--- config.mk ---
export PLATFORM = sky130hd
export DESIGN_NAME = texel_format_packer
export DESIGN_NICKNAME = d
export VERILOG_FILES = /design/src/sv/tfp_pkg.sv /design/src/sv/texel_format_packer.sv /design/src/sv/tfp_regs.sv /design/src/sv/tfp_pack.sv
export SDC_FILE = /design/constraint.sdc
export NUM_CORES = 1
export LEC_CHECK = 0
export CAP_MARGIN = 0
export CORE_MARGIN = 2
export CORE_UTILIZATION = 61
export CTS_BUF_LIST = sky130_fd_sc_hd__clkbuf_2 sky130_fd_sc_hd__clkbuf_4 sky130_fd_sc_hd__clkbuf_8
export DETAILED_ROUTE_END_ITERATION = 16
export DONT_BUFFER_PORTS = 1
export GPL_TIMING_DRIVEN = 0
export MAX_ROUTING_LAYER = met4
export PLACE_DENSITY = 0.9
export SETUP_SLACK_MARGIN = 0.1
export SLEW_MARGIN = 15
export SYNTH_ARGS = -nofsm -noshare
export SYNTH_HDL_FRONTEND = slang
export SYNTH_SLANG_ARGS = --single-unit
export TNS_END_PERCENT = 5
--- constraint.sdc ---
create_clock -name i_clk -period 6.15 [get_ports i_clk]
set_input_delay 0.3075 -clock i_clk [delete_from_list [all_inputs] [get_ports i_clk]]
set_output_delay 0.3075 -clock i_clk [all_outputs]
set_load 0.02 [all_outputs]
--- src/sv/tfp_pkg.sv ---
// Shared types and constants for the texel format packer.
// No dependencies; imported by every module of the block.
package tfp_pkg;

    localparam int unsigned ADDR_W = 3;   // one 32-bit register at byte address 0
    localparam int unsigned DATA_W = 32;
    localparam int unsigned FMT_W  = 4;

    typedef enum logic [FMT_W-1:0] {
        FMT_RGBA32 = 4'd0,
        FMT_RGBA16 = 4'd1,
        FMT_RGB32  = 4'd2,
        FMT_RGB16  = 4'd3,
        FMT_IA16   = 4'd4,
        FMT_IA8    = 4'd5,
        FMT_IA4    = 4'd6,
        FMT_I8     = 4'd7,
        FMT_I4     = 4'd8
    } t_fmt;

    // register index held in paddr[2]
    localparam logic REG_TEXEL_FORMAT = 1'b0;

    // held high nibble for the 4-bit formats
    typedef struct packed {
        logic       waiting;
        logic [3:0] nib;
    } t_nib_state;

endpackage

--- src/sv/texel_format_packer.sv ---
// Texel format packer top level: config registers, input stage, packer, result stage.
// Depends on tfp_pkg, tfp_regs, tfp_pack.
//
// One RGBA8888 pixel per transaction is packed into the format held in texel_format
// (address 0). While the receiver takes results, a pixel is accepted every cycle. The
// input register feeds the single packing stage, and the result register loads from
// it whenever the result register is free or being drained by the receiver. With both
// registers full and the receiver stalled, o_ready drops until the result leaves.
// Every pixel yields one result; byte_count 0 means a nibble was held for pairing or
// an unknown format. A held nibble persists across format writes; other formats clear it.
module texel_format_packer
    import tfp_pkg::*;
(
    input  logic              i_clk,
    input  logic              i_rst_n,
    input  logic              psel,
    input  logic              penable,
    input  logic              pwrite,
    input  logic [ADDR_W-1:0] paddr,
    input  logic [DATA_W-1:0] pwdata,
    output logic [DATA_W-1:0] prdata,
    output logic              pready,
    input  logic              i_valid,
    output logic              o_ready,
    input  logic [7:0]        i_red,
    input  logic [7:0]        i_green,
    input  logic [7:0]        i_blue,
    input  logic [7:0]        i_alpha,
    input  logic              i_row_end,
    output logic              o_valid,
    input  logic              i_ready,
    output logic [31:0]       o_out_bytes,
    output logic [2:0]        o_byte_count
);

    logic [FMT_W-1:0] fmt;

    logic       r_s1_valid;
    logic [7:0] r_s1_red, r_s1_green, r_s1_blue, r_s1_alpha;
    logic       r_s1_row_end;

    logic        r_out_valid;
    logic [31:0] r_out_bytes;
    logic [2:0]  r_byte_count;

    t_nib_state  r_nib_state;
    t_nib_state  n_nib_state;
    logic [31:0] n_out_bytes;
    logic [2:0]  n_byte_count;

    logic s1_advance;
    logic in_take;

    tfp_regs u_regs (
        .i_clk   (i_clk),
        .i_rst_n (i_rst_n),
        .psel    (psel),
        .penable (penable),
        .pwrite  (pwrite),
        .paddr   (paddr),
        .pwdata  (pwdata),
        .prdata  (prdata),
        .pready  (pready),
        .o_fmt   (fmt)
    );

    tfp_pack u_pack (
        .i_fmt        (fmt),
        .i_red        (r_s1_red),
        .i_green      (r_s1_green),
        .i_blue       (r_s1_blue),
        .i_alpha      (r_s1_alpha),
        .i_row_end    (r_s1_row_end),
        .i_nib_state  (r_nib_state),
        .o_out_bytes  (n_out_bytes),
        .o_byte_count (n_byte_count),
        .o_nib_state  (n_nib_state)
    );

    // result register free or being drained this cycle
    assign s1_advance = !r_out_valid || i_ready;
    assign o_ready    = !r_s1_valid || s1_advance;
    assign in_take    = i_valid && o_ready;

    always_ff @(posedge i_clk) begin
        if (!i_rst_n) begin
            r_s1_valid  <= 1'b0;
            r_out_valid <= 1'b0;
            r_nib_state <= '0;
        end else begin
            if (o_ready) begin
                r_s1_valid <= i_valid;
            end
            if (s1_advance) begin
                r_out_valid <= r_s1_valid;
            end
            if (r_s1_valid && s1_advance) begin
                r_nib_state <= n_nib_state;
            end
        end
    end

    always_ff @(posedge i_clk) begin
        if (in_take) begin
            r_s1_red     <= i_red;
            r_s1_green   <= i_green;
            r_s1_blue    <= i_blue;
            r_s1_alpha   <= i_alpha;
            r_s1_row_end <= i_row_end;
        end
        if (r_s1_valid && s1_advance) begin
            r_out_bytes  <= n_out_bytes;
            r_byte_count <= n_byte_count;
        end
    end

    assign o_valid      = r_out_valid;
    assign o_out_bytes  = r_out_bytes;
    assign o_byte_count = r_byte_count;

endmodule

--- src/sv/tfp_regs.sv ---
// APB-style configuration register block: holds texel_format.
// Depends on tfp_pkg.
module tfp_regs
    import tfp_pkg::*;
(
    input  logic              i_clk,
    input  logic              i_rst_n,
    input  logic              psel,
    input  logic              penable,
    input  logic              pwrite,
    input  logic [ADDR_W-1:0] paddr,
    input  logic [DATA_W-1:0] pwdata,
    output logic [DATA_W-1:0] prdata,
    output logic              pready,
    output logic [FMT_W-1:0]  o_fmt
);

    logic [FMT_W-1:0] r_fmt;
    logic             reg_hit;

    assign reg_hit = (paddr[2] == REG_TEXEL_FORMAT);
    assign pready  = 1'b1;

    always_ff @(posedge i_clk) begin
        if (!i_rst_n) begin
            r_fmt <= FMT_RGBA32;
        end else if (psel && penable && pwrite && reg_hit) begin
            r_fmt <= pwdata[FMT_W-1:0];
        end
    end

    assign prdata = reg_hit ? {{(DATA_W-FMT_W){1'b0}}, r_fmt} : '0;
    assign o_fmt  = r_fmt;

endmodule

--- src/sv/tfp_pack.sv ---
// Combinational packer: intensity, per-format byte packing and nibble pairing.
// Depends on tfp_pkg.
module tfp_pack
    import tfp_pkg::*;
(
    input  logic [FMT_W-1:0] i_fmt,
    input  logic [7:0]       i_red,
    input  logic [7:0]       i_green,
    input  logic [7:0]       i_blue,
    input  logic [7:0]       i_alpha,
    input  logic             i_row_end,
    input  t_nib_state       i_nib_state,
    output logic [31:0]      o_out_bytes,
    output logic [2:0]       o_byte_count,
    output t_nib_state       o_nib_state
);

    logic [15:0] lum_sum;
    logic [7:0]  lum;
    logic [3:0]  nib;
    logic        nibble_fmt;

    // max sum is 65408, so 16 bits suffice
    assign lum_sum = 16'(16'd77 * {8'd0, i_red}) + 16'(16'd150 * {8'd0, i_green})
                   + 16'(16'd29 * {8'd0, i_blue}) + 16'd128;
    assign lum     = lum_sum[15:8];

    always_comb begin
        o_out_bytes  = '0;
        o_byte_count = 3'd0;
        nib          = 4'd0;
        nibble_fmt   = 1'b0;
        o_nib_state  = '0;
        case (t_fmt'(i_fmt))
            FMT_RGBA32: begin
                o_out_bytes  = {i_red, i_green, i_blue, i_alpha};
                o_byte_count = 3'd4;
            end
            FMT_RGB32: begin
                o_out_bytes  = {i_red, i_green, i_blue, 8'hff};
                o_byte_count = 3'd4;
            end
            FMT_RGBA16: begin
                o_out_bytes  = {16'd0, i_red[7:3], i_green[7:3], i_blue[7:3], i_alpha[7]};
                o_byte_count = 3'd2;
            end
            FMT_RGB16: begin
                o_out_bytes  = {16'd0, i_red[7:3], i_green[7:3], i_blue[7:3], 1'b1};
                o_byte_count = 3'd2;
            end
            FMT_IA16: begin
                o_out_bytes  = {16'd0, lum, i_alpha};
                o_byte_count = 3'd2;
            end
            FMT_IA8: begin
                o_out_bytes  = {24'd0, lum[7:4], i_alpha[7:4]};
                o_byte_count = 3'd1;
            end
            FMT_I8: begin
                o_out_bytes  = {24'd0, lum};
                o_byte_count = 3'd1;
            end
            FMT_IA4: begin
                nib        = {lum[7:5], i_alpha[7]};
                nibble_fmt = 1'b1;
            end
            FMT_I4: begin
                nib        = lum[7:4];
                nibble_fmt = 1'b1;
            end
            default: begin
                // unknown format: no bytes, held nibble dropped
            end
        endcase

        if (nibble_fmt) begin
            if (i_nib_state.waiting) begin
                o_out_bytes  = {24'd0, i_nib_state.nib, nib};
                o_byte_count = 3'd1;
            end else if (i_row_end) begin
                // lone nibble at row end, flushed with zero low nibble
                o_out_bytes  = {24'd0, nib, 4'd0};
                o_byte_count = 3'd1;
            end else begin
                o_nib_state.waiting = 1'b1;
                o_nib_state.nib     = nib;
            end
        end
    end

endmodule

==> summary.md, run 1 <==
| Metric | Value |
|---|---|
| Critical path origin | r_s1_green[4]$_DFFE_PP_ |
| Synth Area per Inst | 11.0 µm² |
| Number of global-route vias before repair | 4910 |
| Share of the yosys chip area belonging to registers | 33.6% |
| # rows | 38 |
| Post-synth top area share | 30.3% |
| Period utilization | 109% |
| Setup TNS | -7.22 ns |
| Starting DRT DRC Count | 358 |
| Max-Slew Margin vs Limit | 45.9% |
| Worst setup margin | -0.569 ns |
| Largest net degree at the start of global routing | 36 |
| Cells after Synth | 614 |
| Max H-tree Level | 3 |
| CP max stage delay | 0.58 ns |
| Buffer and inverter count on the worst path | 5 |
| Most numerous cell in the Yosys netlist | inv_1 |
| WL per Instance | 20.9 µm |
| Area after DPL | 7150 µm² |
| Tmin final | 6.72 ns |
| Final WL | 17000 µm |
| Drt first pass iters | 6 |
| Final HPWL DP | 12400 µm |
| Cell type with the largest total area after synthesis | edfxtp_1 |
| Die area | 11900 µm² |
| Total Routing Usage GR | 30.0% |
| Crit-path slowest cell | fa_2 |
| Cell variety after synth | 46 |
| Top post-synthesis cells by area | edfxtp_1 (30%), ha_1 (18%), fa_1 (16%) |
| Maxcap violations | 0 |
| Via count | 4757 |
| Final Hold Viols | 0 |
| Slew of the pin with the lowest slew margin | 0.811 ns |
| Final setup fails | 20 |
| Worst setup EP type | flip-flop |
| EDFF count, synth | 68 |
| Fin util | 71.9% |
| Worst hold path class | input pin to flip-flop |
| Pre-CTS WS | -0.953 ns |
| Crit path DAT | 6.93 ns |
| Failing checks | negative setup slack |
| Main flop type after synthesis | edfxtp_1 |
| Clock Tree Buf Depth | 2 |
| Status | finished, violations left |
| Unrepaired setup endpoints after global routing | true |
| Layout cells sized above 1 | 17.9% |
| Die X | 109 µm |
| CTS tree | yes |
| CTS Buf Count | 9 |
| Core ar. | 10800 µm² |
| CTS sink count | 79 |
| Final net count | 897 |
| Async S/R FF share, synth | 0% |
| Crit path kind | flip-flop to flip-flop |
| Routability congestion estimate | 0.925 |
| Port Buffers | 0 |
| Number of diodes | 0 |
| Top post-synthesis cells by count | inv_1 (110), ha_1 (97), edfxtp_1 (68) |
| Final slew viol count | 0 |
| Area Growth Syn to Fin | 15.2% |
| Post-layout instance area | 7760 µm² |
| YS warnings | 0 |
| HP Start | i_alpha[3] |
| Initial Util | 62.5% |
| CP top delay family | adder cells |
| Post-Syn Area | 6740 µm² |
| Final ANT Viol Nets | 0 |
| IO Pins | 145 |
| Cts hold-fix bufs | 0 |
| Yosys reg bits | 79 |
| Worst setup SP type | flip-flop |
| Clock-pin slew on the worst setup and hold paths | 0.08 ns |
| CTS root buf | clkbuf_8 |
| Initial antenna violation count | 0 |
| CP Max Fanout | 4 |
| DR DRC count | 0 |
| First-pass GRT wire length | 25100 µm |
| Gr ovfl total | 0 |
| Fmax | 149 MHz |
| Vias per Instance | 5.84 |
| FF-to-FF Start | r_s1_green[4]$_DFFE_PP_ |
| CP required | 6.36 ns |
| Die Y | 109 µm |
| Clk_skew | 0.00726 ns |
| Clk Latency, worst-skew pair | 0.38 ns |
area by class of cell:
cell class | instances | area, µm²
inverter | 110 | 413
clock inverter | 4 | 76.3
tap | 140 | 175
clock buffer | 12 | 159
fill | 696 | 3030
multi-input combinational | 411 | 4260
buffer | 41 | 263
timing repair buffer | 18 | 151
sequential | 79 | 2260
cells in the final DEF, fill, tap and decap left out, drive strengths merged, types with 14 or more instances in the layout:
master,instances
inv,111
ha,97
edfxtp,68
fa,55
buf,48
conb,29
nor2,29
clkbuf,23
a21oi,22
o21ai,19
nor2b,16
nand2,14
and2,14
worst paths after layout:
kind                                                    end  slack (ns)  depth (start not counted)
worst max-delay path              o_out_bytes[15]$_DFFE_PP_       -0.57                         25
worst min-delay path                r_s1_alpha[3]$_DFFE_PP_        0.01                          0
worst max register to register    o_out_bytes[15]$_DFFE_PP_       -0.57                         25
worst min register to register  r_nib_state[3]$_SDFFE_PN0P_        0.46                          2
worst reg2reg max path, delay by kind of cell, from the launching register on:
family / cells / cell delay, ns
AOI/OAI and AO/OA: 5 / 0.87
xor gates and xnor gates: 2 / 0.46
adders and majority gates: 11 / 4.30
buffers and inverters: 5 / 0.34
DFF: 1 / 0.43
and+or+nand+nor: 2 / 0.15
cells by family (layout without fill, tap and decap cells):
group	after synthesis	in the layout	synth area share, %
fa+ha+maj	152	152	34.3
compound gates	92	92	9.34
other cells	2	29	0.111
simple gates	107	107	8.15
mux	13	13	1.93
buf+inv	151	185	10.0
xor+xnor	18	18	2.54
flops	79	79	33.6
registers in the layout, indices dropped and copies added, names as in the netlist:
name,flops
o_byte_count,3
o_out_bytes,32
o_valid,1
r_nib_state,5
r_s1_alpha,8
r_s1_blue,8
r_s1_green,8
r_s1_red,8
r_s1_row_end,1
r_s1_valid,1
u_regs.o_fmt,4
layer usage:
metal	part of all wire, %	up-vias	track usage [%]
li1	-	2126	-
met1	36	2293	33.6
met2	52	276	50.4
met3	8.7	62	8.55
met4	3.7	0	12.3
met5	0	-	-
metrics by stage:
step | instances | hold slack [ns]
final | 815 | 0.0127
after CTS | 813 | 0.000000722
after detailed placement | 782 | 0.406
after global routing | 815 | 0.00198
after global placement | 781 | 0.406
after floorplan | 641 | 0.406
repair_timing:
item | 4_1_cts | 5_1_grt
cloned | 0 | 0
pin swaps | 26 | 23
endpoints found under the setup margin | 20 | 20
buffers inserted | 15 | 2
resized for setup | 30 | 23
Power of run 1 is not shown: default switching activity piles up to over one toggle a cycle in this logic, so the estimate is an artifact.
==> run 2: changes to the inputs <==
--- a/config.mk
+++ b/config.mk
@@ -6,14 +6,13 @@
 export NUM_CORES = 1
 export LEC_CHECK = 0
 export CAP_MARGIN = 0
-export CORE_MARGIN = 2
-export CORE_UTILIZATION = 61
+export CORE_UTILIZATION = 65
 export CTS_BUF_LIST = sky130_fd_sc_hd__clkbuf_2 sky130_fd_sc_hd__clkbuf_4 sky130_fd_sc_hd__clkbuf_8
 export DETAILED_ROUTE_END_ITERATION = 16
 export DONT_BUFFER_PORTS = 1
 export GPL_TIMING_DRIVEN = 0
 export MAX_ROUTING_LAYER = met4
-export PLACE_DENSITY = 0.9
+export PLACE_DENSITY = 0.91
 export SETUP_SLACK_MARGIN = 0.1
 export SLEW_MARGIN = 15
 export SYNTH_ARGS = -nofsm -noshare
==> constraint.sdc (replaced) <==
create_clock -name i_clk -period 6.5 [get_ports i_clk]
set_input_delay 0.325 -clock i_clk [delete_from_list [all_inputs] [get_ports i_clk]]
set_output_delay 0.325 -clock i_clk [all_outputs]
set_load 0.02 [all_outputs]
==> summary.md, run 2 (synthesis results as in run 1) <==
| Metric | Value |
|---|---|
| Largest net degree at the start of global routing | 36 (unchanged) |
| Starting DRT DRC Count | 419 (+17%) |
| Unrepaired setup endpoints after global routing | true |
| Die Y | 104 µm (-4.8%) |
| Routability congestion estimate | 0.920 (-0.59%) |
| Met1 Track Usage GR | 38.2% (+4.7 points) |
| Worst setup EP type | flip-flop |
| CP max stage delay | 0.54 ns (-0.04 ns) |
| Tmin final | 6.77 ns (+0.0543 ns) |
| Hold depth | 0 (unchanged) |
| Initial antenna violation count | 0 (unchanged) |
| Via count | 4721 (-0.76%) |
| Fmax | 148 MHz (-0.80%) |
| Worst setup margin | -0.273 ns (+0.296 ns) |
| Area Growth Syn to Fin | 14.8% |
| Number of diodes | 0 (unchanged) |
| CTS tree | yes |
| FF-to-FF Start | r_s1_green[4]$_DFFE_PP_ |
| # fillers | 611 (-12%) |
| Die X | 104 µm (-4.8%) |
| DR DRC count | 0 (unchanged) |
| Final Hold Viols | 0 (unchanged) |
| CP required | 6.61 ns (+0.25 ns) |
| Maxcap violations | 0 (unchanged) |
| Pre-CTS WS | -0.698 ns (+0.255 ns) |
| Status | finished, violations left |
| Gr ovfl total | 0 (unchanged) |
| HP Start | i_alpha[6] |
| Max-Slew Margin vs Limit | 42.0% (-3.9 points) |
| Sequential Area | 2260 µm² (unchanged) |
| Port Buffers | 0 (unchanged) |
| Core ar. | 9910 µm² (-8.2%) |
| M2 GR Usage | 56.0% (+5.6 points) |
| Clk_skew | 0.0109 ns (+0.00362 ns) |
| Final ANT Viol Nets | 0 (unchanged) |
| IO Pins | 145 (unchanged) |
| Clock-pin slew on the worst setup and hold paths | 0.09 ns (about the same) |
| Final HPWL DP | 12100 µm (-2.4%) |
| Final setup fails | 12 (-40%) |
| Total Routing Usage GR | 32.5% (+2.5 points) |
| Drt first pass iters | 5 (-1) |
| Final slew viol count | 0 (unchanged) |
| Final net count | 893 (-0.45%) |
| Crit path kind | flip-flop to flip-flop |
| Vias per Instance | 5.87 (+0.60%) |
| # rows | 36 (-5.3%) |
| Period utilization | 104% (-5.0 points) |
| Clock Tree Buf Depth | 2 (unchanged) |
| Initial Util | 68.0% (+5.6 points) |
| Hold path endpoint | r_s1_alpha[6]$_DFFE_PP_ |
| CP Cell Sequence | buf_6 -> ha_4 -> ha_4 -> fa_1 -> ha_4 -> nor2b_2 -> o21a_1 -> nor2_2 -> xnor2_2 -> fa_1 -> fa_1 -> inv_1 -> fa_1 -> inv_1 -> fa_1 -> ha_4 -> ha_4 -> a21oi_4 -> o21ai_2 -> a311oi_2 -> buf_4 -> o21bai_4 -> xor2_4 -> a221o_1 |
| CTS Buf Count | 9 (unchanged) |
| WL per Instance | 20.4 µm (-2.4%) |
| Failing checks | negative setup slack |
| Clk Latency, worst-skew pair | 0.37 ns (about the same) |
| Die area | 10800 µm² (-9.5%) |
| Crit path DAT | 6.88 ns (-0.05 ns) |
| Reg2reg path depth | 24 (-4.0%) |
| Gr busiest metal | met2 |
| Met3 global-route usage | 4.72% (-3.8 points) |
| Layout cells sized above 1 | 17.4% (-0.49 points) |
| Number of global-route vias before repair | 4924 (+0.29%) |
| CTS sink count | 79 (unchanged) |
| CP Max Fanout | 5 (+1) |
| Reg-to-Reg End | o_out_bytes[2]$_DFFE_PP_ |
| Setup TNS | -1.85 ns (+5.37 ns) |
| Max H-tree Level | 3 (unchanged) |
| Worst setup SP type | flip-flop |
| Commonest cells after routing, fill and taps aside | inv_1 (105), ha_1 (80), edfxtp_1 (68) |
| CTS root buf | clkbuf_8 |
| Crit-path slowest cell | fa_1 |
| Worst hold path class | input pin to flip-flop |
| Slew of the pin with the lowest slew margin | 0.870 ns (+0.0596 ns) |
| Max FFs per register | 32 (unchanged) |
| Multi-input logic area | 4320 µm² (+1.2%) |
| R2r setup slk | -0.27 ns (+0.30 ns) |
| Final WL | 16400 µm (-3.7%) |
| Critical path origin | r_s1_green[4]$_DFFE_PP_ |
| First-pass GRT wire length | 25600 µm (+2.0%) |
| Commonest non-fill, non-tap cell in the layout | inv_1 |
-- run 2: per-layer routing --
layer  wire [µm]  vias to the layer above
li1            -                     2126
met5           0                        -
met2        8480                      223
met4         527                        0
met3         908                       45
met1        6480                     2327
-- run 2: area by class of cell --
| cell class | count | share of cell area [%] |
|---|---|---|
| plain buffers | 41 | 3.40 |
| clock buffers | 10 | 1.70 |
| clock inverters | 6 | 0.890 |
| inverters | 110 | 5.34 |
| multi-input cells | 411 | 55.8 |
| flip-flops and latches | 79 | 29.2 |
| well taps | 133 | 2.15 |
| repair buffers | 14 | 1.50 |
-- run 2: through the flow --
step	utilization [%]	cell area, µm²	cells	hold slack [ns]
floorplan	-	6920	641	0.424
global placement	71.5	7080	774	0.424
CTS	76.0	7540	799	0.0338
global route	78.1	7740	804	0.0307
finish	78.1	7740	804	0.0418
detailed placement	71.5	7080	774	0.424
-- run 2: worst max path at each step --
stage / to / cells past startpoint
after floorplan: o_out_bytes[2]$_DFFE_PP_ / 24
after global placement: o_out_bytes[3]$_DFFE_PP_ / 26
after detailed placement: o_out_bytes[6]$_DFFE_PP_ / 26
after CTS: o_out_bytes[6]$_DFFE_PP_ / 25
after global routing: o_out_bytes[6]$_DFFE_PP_ / 24
final: o_out_bytes[2]$_DFFE_PP_ / 24
-- run 2: worst max-delay path, delay by kind of cell, from the launching register on --
family | cells | cell delay [ns]
simple gates | 2 | 0.31
flops | 1 | 0.49
fa+ha+maj | 10 | 3.69
compound gates | 6 | 1.14
buf+inv | 4 | 0.52
xor+xnor | 2 | 0.35
-- run 2: repair_timing --
action,CTS,global route
hold buffers,0,0
buffers inserted,9,5
resized for setup,35,21
cloned,0,0
setup endpoints to repair,19,20
pin swaps,22,25
Power of run 2 is left out for the same reason.
